[config.mk]
export PLATFORM = sky130hd
export DESIGN_NAME = configurable_crc_engine
export DESIGN_NICKNAME = d
export VERILOG_FILES = /design/src/rtl/cce_pkg.sv /design/src/rtl/configurable_crc_engine.sv /design/src/rtl/cce_byte_fold.sv
export SDC_FILE = /design/constraint.sdc
export NUM_CORES = 1
export LEC_CHECK = 0
export BUFFER_PORTS_ARGS = -buffer_cell sky130_fd_sc_hd__buf_2
export CAP_MARGIN = 0
export CORE_MARGIN = 3
export CORE_UTILIZATION = 48
export DETAILED_ROUTE_END_ITERATION = 10
export GPL_ROUTABILITY_DRIVEN = 0
export PLACE_DENSITY = 0.68
export SYNTH_ARGS = -nofsm -noshare
export SYNTH_HDL_FRONTEND = slang
export SYNTH_SLANG_ARGS = --single-unit
export TNS_END_PERCENT = 5
[constraint.sdc]
create_clock -name clock -period 8.01 [get_ports clock]
set_input_delay 0 -clock clock [delete_from_list [all_inputs] [get_ports clock]]
set_output_delay 0 -clock clock [all_outputs]
set_load 0.03 [all_outputs]
[src/rtl/cce_pkg.sv]
// ----------------------------------------------------------------------------
// cce_pkg: shared types and constants of the configurable crc engine
// item layouts, register indexes, width codes and the configuration bundle
// ----------------------------------------------------------------------------
package cce_pkg;

   localparam int unsigned CSR_INDEX_WIDTH = 3;
   localparam int unsigned CSR_DATA_WIDTH  = 32;
   localparam int unsigned CRC_WIDTH       = 32;

   typedef logic [CSR_INDEX_WIDTH-1:0] csr_index_type;

   localparam csr_index_type CSR_POLYNOMIAL     = 3'd0;
   localparam csr_index_type CSR_INITIAL_VALUE  = 3'd1;
   localparam csr_index_type CSR_WIDTH_CODE     = 3'd2;
   localparam csr_index_type CSR_REFLECT_INPUT  = 3'd3;
   localparam csr_index_type CSR_REFLECT_OUTPUT = 3'd4;
   localparam csr_index_type CSR_FINAL_XOR      = 3'd5;

   typedef enum logic [1:0] {
      WIDTH_32 = 2'd0,
      WIDTH_16 = 2'd1,
      WIDTH_8  = 2'd2,
      WIDTH_7  = 2'd3
   } width_code_type;

   typedef struct packed {
      logic [7:0] data_byte;
      logic       first_byte;
      logic       last_byte;
   } req_item_type;

   typedef struct packed {
      logic [CRC_WIDTH-1:0] crc_value;
      logic                 message_done;
   } rsp_item_type;

   typedef struct packed {
      logic [CRC_WIDTH-1:0] polynomial;
      logic [CRC_WIDTH-1:0] initial_value;
      width_code_type       width_code;
      logic                 reflect_input;
      logic                 reflect_output;
      logic [CRC_WIDTH-1:0] final_xor;
   } cfg_type;

endpackage

[src/rtl/configurable_crc_engine.sv]
// ----------------------------------------------------------------------------
// configurable_crc_engine: byte-wide parametric crc with 32/16/8/7 bit widths
// item path: accept, then input reg, then result reg, then rsp_valid
// throughput: 1 item per cycle while rsp_ready holds, set by the crc register loop through the fold
// reset: sync active high, config to crc-32/mpeg-2 defaults, crc register to zero
// ----------------------------------------------------------------------------
module configurable_crc_engine (
   input  logic                                clock,
   input  logic                                reset,
   // item input
   input  logic                                req_valid,
   output logic                                req_ready,
   input  cce_pkg::req_item_type               req_data,
   // result output
   output logic                                rsp_valid,
   input  logic                                rsp_ready,
   output cce_pkg::rsp_item_type               rsp_data,
   // register writes
   input  logic                                csr_write_en,
   input  cce_pkg::csr_index_type              csr_index,
   input  logic [cce_pkg::CSR_DATA_WIDTH-1:0]  csr_wdata
);
   import cce_pkg::*;

   // configuration registers
   cfg_type cfg_ff;
   cfg_type cfg_in;

   // running crc state
   logic [CRC_WIDTH-1:0] crc_ff;
   logic [CRC_WIDTH-1:0] crc_fold;

   // input stage
   logic         s1_valid_ff;
   logic         s1_valid_in;
   req_item_type s1_item_ff;

   // result stage
   logic         out_valid_ff;
   logic         out_valid_in;
   rsp_item_type out_item_ff;
   rsp_item_type fold_result;

   logic req_fire;
   logic s1_fire;
   logic out_free;

   // result register empties or drains this cycle
   assign out_free  = !out_valid_ff || rsp_ready;
   // input stage moves forward whenever the result register can take it
   assign s1_fire   = s1_valid_ff && out_free;
   // input stage can refill if empty or if its item leaves now
   assign req_ready = !s1_valid_ff || out_free;
   assign req_fire  = req_valid && req_ready;

   assign s1_valid_in  = req_fire ? 1'b1 : (s1_fire ? 1'b0 : s1_valid_ff);
   assign out_valid_in = s1_fire ? 1'b1 : (rsp_ready ? 1'b0 : out_valid_ff);

   // register write decode, unknown indexes dropped
   always_comb begin
      cfg_in = cfg_ff;
      if (csr_write_en) begin
         unique case (csr_index)
            CSR_POLYNOMIAL:     cfg_in.polynomial     = csr_wdata;
            CSR_INITIAL_VALUE:  cfg_in.initial_value  = csr_wdata;
            CSR_WIDTH_CODE:     cfg_in.width_code     = width_code_type'(csr_wdata[1:0]);
            CSR_REFLECT_INPUT:  cfg_in.reflect_input  = csr_wdata[0];
            CSR_REFLECT_OUTPUT: cfg_in.reflect_output = csr_wdata[0];
            CSR_FINAL_XOR:      cfg_in.final_xor      = csr_wdata;
            default:            cfg_in = cfg_ff;
         endcase
      end
   end

   always_ff @(posedge clock) begin
      if (reset) begin
         cfg_ff.polynomial     <= 32'h04C1_1DB7;
         cfg_ff.initial_value  <= 32'hFFFF_FFFF;
         cfg_ff.width_code     <= WIDTH_32;
         cfg_ff.reflect_input  <= 1'b0;
         cfg_ff.reflect_output <= 1'b0;
         cfg_ff.final_xor      <= 32'h0000_0000;
      end else begin
         cfg_ff <= cfg_in;
      end
   end

   // fold logic sits between the input register and the result register
   cce_byte_fold u_fold (
      .cfg       (cfg_ff),
      .crc_state (crc_ff),
      .item      (s1_item_ff),
      .crc_next  (crc_fold),
      .result    (fold_result)
   );

   // control state
   always_ff @(posedge clock) begin
      if (reset) begin
         s1_valid_ff  <= 1'b0;
         out_valid_ff <= 1'b0;
         crc_ff       <= '0;
      end else begin
         s1_valid_ff  <= s1_valid_in;
         out_valid_ff <= out_valid_in;
         // crc state commits together with the result it produced
         if (s1_fire) begin
            crc_ff <= crc_fold;
         end
      end
   end

   // payload registers, no reset
   always_ff @(posedge clock) begin
      if (req_fire) begin
         s1_item_ff <= req_data;
      end
      if (s1_fire) begin
         out_item_ff <= fold_result;
      end
   end

   assign rsp_valid = out_valid_ff;
   assign rsp_data  = out_item_ff;

   // crc state moves only when an item passes into the result register
   assert property (@(posedge clock) disable iff (reset)
      !s1_fire |=> $stable(crc_ff))
      else $error("crc state changed without an item advancing");

   // a result appears only after an item sat in the input stage
   assert property (@(posedge clock) disable iff (reset)
      $rose(rsp_valid) |-> $past(s1_valid_ff))
      else $error("result raised without a staged item");

   // an empty result register never blocks input
   assert property (@(posedge clock) disable iff (reset)
      !out_valid_ff |-> req_ready)
      else $error("input stalled while result register empty");

endmodule

[src/rtl/cce_byte_fold.sv]
// ----------------------------------------------------------------------------
// cce_byte_fold: one byte folded into the crc register
// eight unrolled shift/xor steps, then output reflection and final xor
// ----------------------------------------------------------------------------
module cce_byte_fold (
   input  cce_pkg::cfg_type                 cfg,
   input  logic [cce_pkg::CRC_WIDTH-1:0]    crc_state,
   input  cce_pkg::req_item_type            item,
   output logic [cce_pkg::CRC_WIDTH-1:0]    crc_next,
   output cce_pkg::rsp_item_type            result
);
   import cce_pkg::*;

   logic [CRC_WIDTH-1:0] mask;
   logic [4:0]           top_idx;
   logic [CRC_WIDTH-1:0] reflected;

   function automatic logic [7:0] rev8(input logic [7:0] v);
      logic [7:0] r;
      for (int i = 0; i < 8; i++) begin
         r[i] = v[7-i];
      end
      return r;
   endfunction

   function automatic logic [CRC_WIDTH-1:0] rev32(input logic [CRC_WIDTH-1:0] v);
      logic [CRC_WIDTH-1:0] r;
      for (int i = 0; i < CRC_WIDTH; i++) begin
         r[i] = v[CRC_WIDTH-1-i];
      end
      return r;
   endfunction

   // width decode
   always_comb begin
      unique case (cfg.width_code)
         WIDTH_32: begin
            mask    = 32'hFFFF_FFFF;
            top_idx = 5'd31;
         end
         WIDTH_16: begin
            mask    = 32'h0000_FFFF;
            top_idx = 5'd15;
         end
         WIDTH_8: begin
            mask    = 32'h0000_00FF;
            top_idx = 5'd7;
         end
         WIDTH_7: begin
            mask    = 32'h0000_007F;
            top_idx = 5'd6;
         end
         default: begin
            mask    = 32'hFFFF_FFFF;
            top_idx = 5'd31;
         end
      endcase
   end

   // msb-first bitwise fold
   always_comb begin
      logic [CRC_WIDTH-1:0] crc;
      logic [CRC_WIDTH-1:0] poly;
      logic [7:0]           data;
      logic                 in_bit;
      logic                 msb;
      poly = cfg.polynomial & mask;
      crc  = (item.first_byte ? cfg.initial_value : crc_state) & mask;
      data = cfg.reflect_input ? rev8(item.data_byte) : item.data_byte;
      for (int i = 0; i < 8; i++) begin
         in_bit = data[7-i];
         msb    = crc[top_idx];
         crc    = (crc << 1) & mask;
         if (in_bit != msb) begin
            crc = crc ^ poly;
         end
      end
      crc_next = crc;
   end

   // reverse over the active width: full reversal, then drop the unused low end
   always_comb begin
      logic [CRC_WIDTH-1:0] full;
      full = rev32(crc_next);
      unique case (cfg.width_code)
         WIDTH_32: reflected = full;
         WIDTH_16: reflected = full >> 16;
         WIDTH_8:  reflected = full >> 24;
         WIDTH_7:  reflected = full >> 25;
         default:  reflected = full;
      endcase
   end

   assign result.crc_value    = ((cfg.reflect_output ? reflected : crc_next) ^ cfg.final_xor)
                                & mask;
   assign result.message_done = item.last_byte;

endmodule

Yosys cells after proc, flatten, opt, wreduce, memory -nomap -nowiden
Index checks and enable logic that the tools add are counted.
- order comparisons: 1
- equality and inequality tests: 16
- muxes and demuxes: 34
- bitwise logic cells: 20
- reductions and logical operators: 16
- operator list (kind ; count):
    32-bit bitwise AND ; 11
    32-bit two-way mux ; 10
    32-bit XOR ; 9
    32-bit case mux with 4 select lines ; 2
    1-bit binary-select mux with 5-bit select ; 8
    5-bit case mux with 4 select lines ; 1
    1-bit two-way mux ; 12
    2-bit AND reduction ; 6
    8-bit two-way mux ; 1
    1-bit inequality test ; 8
    3-bit by 2-bit equality test with 1-bit output (second input constant) ; 2
    3-bit equality test (second input constant) ; 2
    5-bit by 6-bit < comparator with 1-bit output (second input constant) ; 1
    2-bit equality test (second input constant) ; 2
    2-bit nonzero test ; 2
    3-bit by 1-bit equality test with 1-bit output (second input constant) ; 1
    3-bit zero test ; 1
    2-bit by 1-bit equality test with 1-bit output (second input constant) ; 1
    1-bit logical AND ; 2
    1-bit zero test ; 2
    2-bit zero test ; 1
    1-bit logical OR ; 2
- flip-flop bits (word level): 177
- input bits: 50
- output and inout bits: 35
- word-level logic and storage cells: 101

Longest topological paths before layout
Gate-level depths: netlist of run 1.
- word-level depth: 39
- mapped depth: 39
- mapped depth without buffers: 29

Hierarchy
From an unflattened synthesis of run 1, not the netlist that was laid out.
- cells, all modules: 1828
- area, all modules: 14148.6 um^2
- modules (own cells, without submodules) (module ; times used ; cells an instance ; area an instance (um^2) ; sequential area each (um^2)):
    cce_byte_fold ; 1 ; 1211 ; 7830.0 ; 0.0
    configurable_crc_engine ; 1 ; 617 ; 6318.6 ; 3973.8

Worst setup path after synthesis of run 1
Ideal clock, no wire load.
- kind: reg2reg
- from: register s1_item_ff[1] (netlist name)
- to: register out_item_ff (netlist bit rsp_data[3]) (data pin)
- library setup time: 0.263 ns
- arrival: 7.974 ns
- required time: 7.747 ns
- setup slack: -0.227 ns
- stages on the path, launching flop included: 33
- buffers on the path: 3
- clock period less this slack: 8.237 ns
- path through: edfxtp_1 buf_6 mux2i_2 mux2_2 mux2_2 a211oi_4 a31oi_1 or4_4 and4_1 mux2_4 a2111oi_4 and3_1 buf_4 mux2_1 a221oi_2 a211oi_1 nor3_1 o21ai_1 a221o_1 a21oi_2 o2111ai_2 xnor2_2 a22o_1 o21ai_2 a31oi_1 a2111oi_4 nand4_2 buf_2 and3_1 xnor2_1 mux4_2 mux2i_1 xor2_1
- RTL lines (what ; line ; source):
    start, declared ; configurable_crc_engine.sv:36 ; req_item_type s1_item_ff;
    start signal, assigned ; configurable_crc_engine.sv:116 ; s1_item_ff <= req_data;
    end signal, assigned ; configurable_crc_engine.sv:119 ; out_item_ff <= fold_result;
    end, declared ; configurable_crc_engine.sv:41 ; rsp_item_type out_item_ff;

==> out/results.txt, run 1 <==
Top_reg_cell synth -> dfxtp_1
Compound-Gate Fraction of Synth Area -> 17.3%
Violated checks -> negative setup slack
Combinational share of power -> 62.9%
Post-route cell area -> 17,100 um^2
Critical path fanouts, max -> 8
Final WS setup -> -554 ps
Least-Margin Pin Slew -> 1030 ps
RSZ-0062 raised after global routing -> yes
FF+latch count, synth -> 177
Util after Layout -> 63.4%
Final #Nets -> 1,999
Finished Layout Cells -> 2,303
Internal -> 0.00314 W
Chip width -> 172 um
Sw frac -> 41.1%
Relative slew slack -> 31.4%
DRT iter0 DRCs -> 1,452
Commonest non-fill, non-tap cells in the layout -> nand2_1 (362), buf_4 (232), xnor2_1 (173)
WP data arrival -> 8750 ps
Vias per cell -> 6.04
Root buffer cell -> clkbuf_16
Initial DRT Pass Iterations -> 6
Crit path buffers/inverters -> 6
Post-detailed-placement half-perimeter wirelength -> 33,900 um
Post-synthesis sequential area ratio -> 30.0%
GRT Util Overall -> 32.0%
Layout area overhead -> 29.5%
Post-Syn Area -> 13,200 um^2
Final setup fails -> 63
Setup CP Type -> reg2reg
Layout Skew -> 16.3 ps
CTS H-tree depth -> 4
Clk pwr share -> 15.9%
Max Transition Viols Final -> 0
Core area -> 27,000 um^2
First-pass GRT wire length -> 73,500 um
Mux contribution to synthesized area -> 6.53%
Vias in the first global route -> 13,200
CP max stage cell -> mux4_2
Yosys cell types -> 91
Yosys warns -> 0
Synthesized netlist cell count -> 1,696
Total Wirelength -> 48,400 um
Sequential power share -> 21.1%
Multi-input gate area -> 9250 um^2
Routed Antenna Nets -> 0
Share of layout cells above drive strength 1 -> 25.7%
Die area -> 29,600 um^2
Status -> finished, violations left
Register area -> 3980 um^2
IO Pins -> 85
Synthesized Nets -> 1,746
Post-synth ARST share -> 0%
Largest net degree at the start of global routing -> 96
Crit. End Element -> register
Class of the worst hold path -> in2reg
Clk_lat worst skew -> 450 ps
Total gr overflow -> 0
Net Sw Power -> 0.00219 W
DRC violations left -> 0
Post-synth EDFFs -> 43
Min cycle time layout -> 8560 ps
Initial Util -> 49.0%
DR WL/cell -> 21.0 um
Startpoint types -> register
MaxCap Viol Count -> 0
Largest family of logic cells by synthesized area -> simple AND/OR/NAND/NOR gates
CP dominant cell by count -> buf_4
Die Ht -> 172 um
Cell Pwr Density -> 311 nW/um^2
Initial antenna violation count -> 0
Post-Synth Adder-Cell Area -> 0%
Setup TNS -> -19,090 ps
CP top delay family -> compound AO/OA/AOI/OAI gates
Leakage dissipation -> 6.81 nW
Clk sink count -> 177
Simple-gate share of the synthesized area -> 24.8%
Mapped Avg Cell Area -> 7.81 um^2
Vias -> 13,900
Final hold vios -> 0
Commonest non-fill, non-tap cell in the layout -> nand2_1
FP Rows -> 60
Peak supply drop -> 0.230 mV
Num CTS Buffers -> 17
Post-route clock period utilization -> 107%
Dpl cell area -> 15,300 um^2
Slowest stage delay, CP -> 530 ps
CTS tree -> done
Total power -> 0.00533 W
Max Root-Sink Buffers -> 2
Max frequency -> 0.117 GHz
Port Buffer Count -> 84
Ant diodes -> 0
Post-Place Cells -> 2,202
Fillers -> 2,247
XOR/XNOR Fraction of Synth Area -> 16.4%
Worst-path clk slew -> 70 ps
WP data required -> 8200 ps
==> what timing repair did <==
action	in CTS	in global routing
gates resized for setup	65	50
hold buffers	50	0
buffers inserted	16	4
endpoints found under the setup margin	64	64
endpoints found under the hold margin	121	0
pin swaps	44	21
==> worst min-delay path: cells and delay by family <==
| family | cells | cell delay (ps) |
|---|---|---|
| buffers and inverters | 1 | 110 |
| multiplexers | 1 | 110 |
| AND/OR/NAND/NOR | 3 | 220 |
==> metal layers <==
metal	track usage, %	part of all wire (%)
met4	14.7	4.9
met1	42.1	40
met5	0	0
met2	51.6	46
met3	5.42	9.0
==> Yosys cell counts (11+ instances only) <==
| cell | n | area [um^2] |
|---|---|---|
| and2_1 | 16 | 100 |
| nor2b_1 | 38 | 238 |
| nor3_1 | 31 | 155 |
| xnor2_1 | 190 | 1660 |
| and4_1 | 11 | 96.3 |
| and3_1 | 40 | 250 |
| or3_1 | 12 | 75.1 |
| clkbuf_1 | 105 | 394 |
| a31oi_1 | 13 | 81.3 |
| nand3_1 | 40 | 200 |
| mux2i_1 | 57 | 571 |
| a21oi_1 | 117 | 586 |
| a22oi_1 | 11 | 82.6 |
| buf_2 | 14 | 70.1 |
| o21ai_0 | 27 | 135 |
| xor2_1 | 51 | 447 |
| nand4_1 | 14 | 87.6 |
| mux2_2 | 12 | 135 |
| edfxtp_1 | 43 | 1290 |
| nor2_1 | 105 | 394 |
| nand3b_1 | 15 | 113 |
| nand2_1 | 363 | 1360 |
| buf_1 | 21 | 78.8 |
| a211o_1 | 39 | 342 |
| dfxtp_1 | 134 | 2680 |
==> registers in the layout, indices dropped and copies added (netlist names) <==
name,cells
cfg_ff,100
crc_ff,32
rsp_data,33
rsp_valid,1
s1_item_ff,10
s1_valid_ff,1
==> final cells by class <==
class | instances | area share (%)
Clock inverter | 13 | 0.868
Clock buffer | 19 | 2.52
Multi-Input combinational cell | 1362 | 54.0
Inverter | 8 | 0.175
Tap cell | 341 | 2.49
Sequential cell | 177 | 23.2
Timing Repair Buffer | 383 | 16.8
==> power by group through the flow <==
stage,Clock [W],Combinational (W),Sequential (W)
after floorplan,0,0.00172,0.00120
after global placement,0,0.00297,0.00114
after detailed placement,0,0.00300,0.00114
after CTS,0.000856,0.00320,0.00112
after global routing,0.000885,0.00355,0.00113
final,0.000850,0.00335,0.00112
==> metrics by stage <==
step                hold slack (ps)  worst slack, ps
CTS                            13.3             -426
finish                         40.0             -554
global placement                178             -507
detailed placement              179             -749
global route                   97.8             -975
floorplan                      98.9            -40.7
==> logic make-up (layout without fill, tap and decap cells) <==
logic type,count (synthesis),count (layout)
flip-flops,177,177
AO/OA/AOI/OAI,326,326
buffers and inverters,157,423
multiplexers,78,78
AND/OR/NAND/NOR,714,714
XOR/XNOR,244,244
==> final timing paths <==
kind,slack [ps],end,startpoint,depth (start not counted)
setup / recovery,-550,rsp_data[2],s1_item_ff[1],34
hold / removal,40,cfg_ff[32],csr_write_en,5
setup reg to reg,-550,rsp_data[2],s1_item_ff[1],34
hold reg to reg,450,rsp_data[0],s1_item_ff[0],0
No activity file was read; power rests on OpenSTA's default activity.
==> run 2: changes to the inputs <==
--- a/config.mk
+++ b/config.mk
@@ -5,7 +5,7 @@
 export SDC_FILE = /design/constraint.sdc
 export NUM_CORES = 1
 export LEC_CHECK = 0
-export BUFFER_PORTS_ARGS = -buffer_cell sky130_fd_sc_hd__buf_2
+export BUFFER_PORTS_ARGS = -buffer_cell sky130_fd_sc_hd__buf_4
 export CAP_MARGIN = 0
 export CORE_MARGIN = 3
 export CORE_UTILIZATION = 48
==> run 2 against run 1 <==
Against the previous run:
- the flow still finishes with violations (negative setup slack)
- non-clock buffer count decreased by 17
- total power is 1.0% higher
- first-iteration DRC count up 14%
- global-route usage shrank 0.15 points
- sequential share of layout area down 0.20 points
- largest cell class unchanged
- maximum frequency is 1.9% lower
- combinational power is 2% higher
- critical endpoint is now rsp_data[15]
- register-to-register slack worse by 170 ps
==> out/results.txt, run 2 (same netlist as run 1, synthesis figures left out) <==
Core area -> 27,000 um^2
Num CTS Buffers -> 17
Final setup fails -> 64
Register area -> 3980 um^2
Ant diodes -> 0
Initial DRT Pass Iterations -> 6
Worst Hold Path EP -> cfg_ff[32]
Worst-path clk slew -> 90 ps
DR WL/cell -> 21.1 um
Util after Layout -> 64.0%
Post-route cell area -> 17,300 um^2
WP data arrival -> 9020 ps
Status -> finished, violations left
Cell Pwr Density -> 311 nW/um^2
Max frequency -> 0.115 GHz
CTS H-tree depth -> 4
FP Rows -> 60
Post-detailed-placement half-perimeter wirelength -> 33,500 um
Peak supply drop -> 0.163 mV
Total power -> 0.00538 W
FF-to-FF path depth -> 33
Initial Util -> 49.0%
Share of layout cells above drive strength 1 -> 25.8%
Final #Nets -> 1,983
Worst flop-to-flop path endpoint -> rsp_data[15]
Largest register FFs -> 100
Relative slew slack -> 30.0%
First-pass GRT wire length -> 73,300 um
Die area -> 29,600 um^2
Crit. End Element -> register
Max Transition Viols Final -> 0
Post-route clock period utilization -> 109%
Least-Margin Pin Slew -> 1050 ps
Reg2reg start -> s1_item_ff[1]
Commonest non-fill, non-tap cells in the layout -> nand2_1 (363), buf_4 (304), xnor2_1 (174)
Clk sink count -> 177
Total Wirelength -> 48,300 um
CP max stage cell -> or4_4
Setup CP Type -> reg2reg
Final WS setup -> -720 ps
Violated checks -> negative setup slack
Max Root-Sink Buffers -> 2
Largest net degree at the start of global routing -> 90
Minimum hold slack -> 46.5 ps
Commonest non-fill, non-tap cell in the layout -> nand2_1
Fillers -> 2,275
Routed Antenna Nets -> 0
RSZ-0062 raised after global routing -> yes
Worst slack at placement -> -814 ps
Class of the worst hold path -> in2reg
Vias -> 13,800
Final hold vios -> 0
DRT iter0 DRCs -> 1,657
Min-Delay Path Depth -> 5
Chip width -> 172 um
Clk_lat worst skew -> 450 ps
Root buffer cell -> clkbuf_16
Layout area overhead -> 30.6%
Largest Register -> cfg_ff
Min cycle time layout -> 8730 ps
CTS tree -> done
IO Pins -> 85
Multi-input gate area -> 9340 um^2
MaxCap Viol Count -> 0
Leakage dissipation -> 6.78 nW
Startpoint types -> register
Layout Skew -> 25.3 ps
Die Ht -> 172 um
CP dominant cell by count -> mux2_4
Critical path fanouts, max -> 8
Total gr overflow -> 0
HP Start -> csr_write_en
Dpl cell area -> 15,500 um^2
Port Buffer Count -> 84
WP data required -> 8300 ps
DRC violations left -> 0
R2R setup slack -> -720 ps
GRT Util Overall -> 31.9%
Vias in the first global route -> 12,900
Vias per cell -> 6.03
Initial antenna violation count -> 0
Slowest stage delay, CP -> 530 ps
==> run 2: cell types whose count changed in the layout (fill, tap and decap cells not counted), moves of 3 or more <==
cell	change
buf_2	-82
mux2i_1	-3
a22oi_2	+5
buf_4	+72
buf_6	-7
o21ai_1	-4
clkinv_8	+4
a22oi_1	-5
==> run 2: repair_timing <==
action	in CTS	in global routing
resized for setup	45	74
hold buffers	50	0
cloned	1	1
endpoints found under the setup margin	64	64
buffers inserted	6	6
pin swaps	23	13
endpoints found under the hold margin	117	0
==> run 2: through the flow <==
stage / cells / setup TNS, ps
finish: 2287 / -25070
CTS: 2280 / -12090
global route: 2287 / -44950
global placement: 2191 / -18990
floorplan: 1696 / -149
detailed placement: 2191 / -34740
==> run 2: area by class of cell <==
| cell class | count | area share (%) |
|---|---|---|
| timing repair buffer | 366 | 16.9 |
| clock inverter | 14 | 0.926 |
| sequential | 177 | 23.0 |
| inverter | 8 | 0.174 |
| tap | 341 | 2.47 |
| clock buffer | 18 | 2.48 |
| multi-input combinational | 1363 | 54.0 |
==> run 2: routing by layer <==
layer | vias to the layer above | part of all wire, % | GRT usage (%)
met5 | - | 0 | 0
met4 | 0 | 5.3 | 13.4
met3 | 170 | 9.3 | 5.10
met2 | 799 | 46 | 51.2
met1 | 6508 | 40 | 42.7
li1 | 6322 | - | -
==> run 2: worst max-delay path, delay by kind of cell, from the launching register on <==
kind	cells	cell delay, ps
compound gates	13	3380
simple gates	9	2470
mux	5	1390
buf+inv	4	630
flops	1	390
xor+xnor	2	300
==> run 2: where the power goes <==
part	internal (W)	switching, W	leakage [nW]
clock	0.000421	0.000427	0.287
combinational	0.00164	0.00178	5.00
sequential	0.00106	0.0000636	1.50
==> run 2: worst max path at each step <==
stage	start	to	slack [ps]	cells past startpoint
5_1_grt	s1_item_ff[1]	rsp_data[15]	-1000	36
2_1_floorplan	s1_item_ff[1]	rsp_data[3]	-40	32
4_1_cts	s1_item_ff[1]	rsp_data[3]	-440	32
3_3_place_gp	s1_item_ff[1]	rsp_data[2]	-570	34
6_report	s1_item_ff[1]	rsp_data[15]	-720	33
3_5_place_dp	s1_item_ff[1]	rsp_data[6]	-810	36
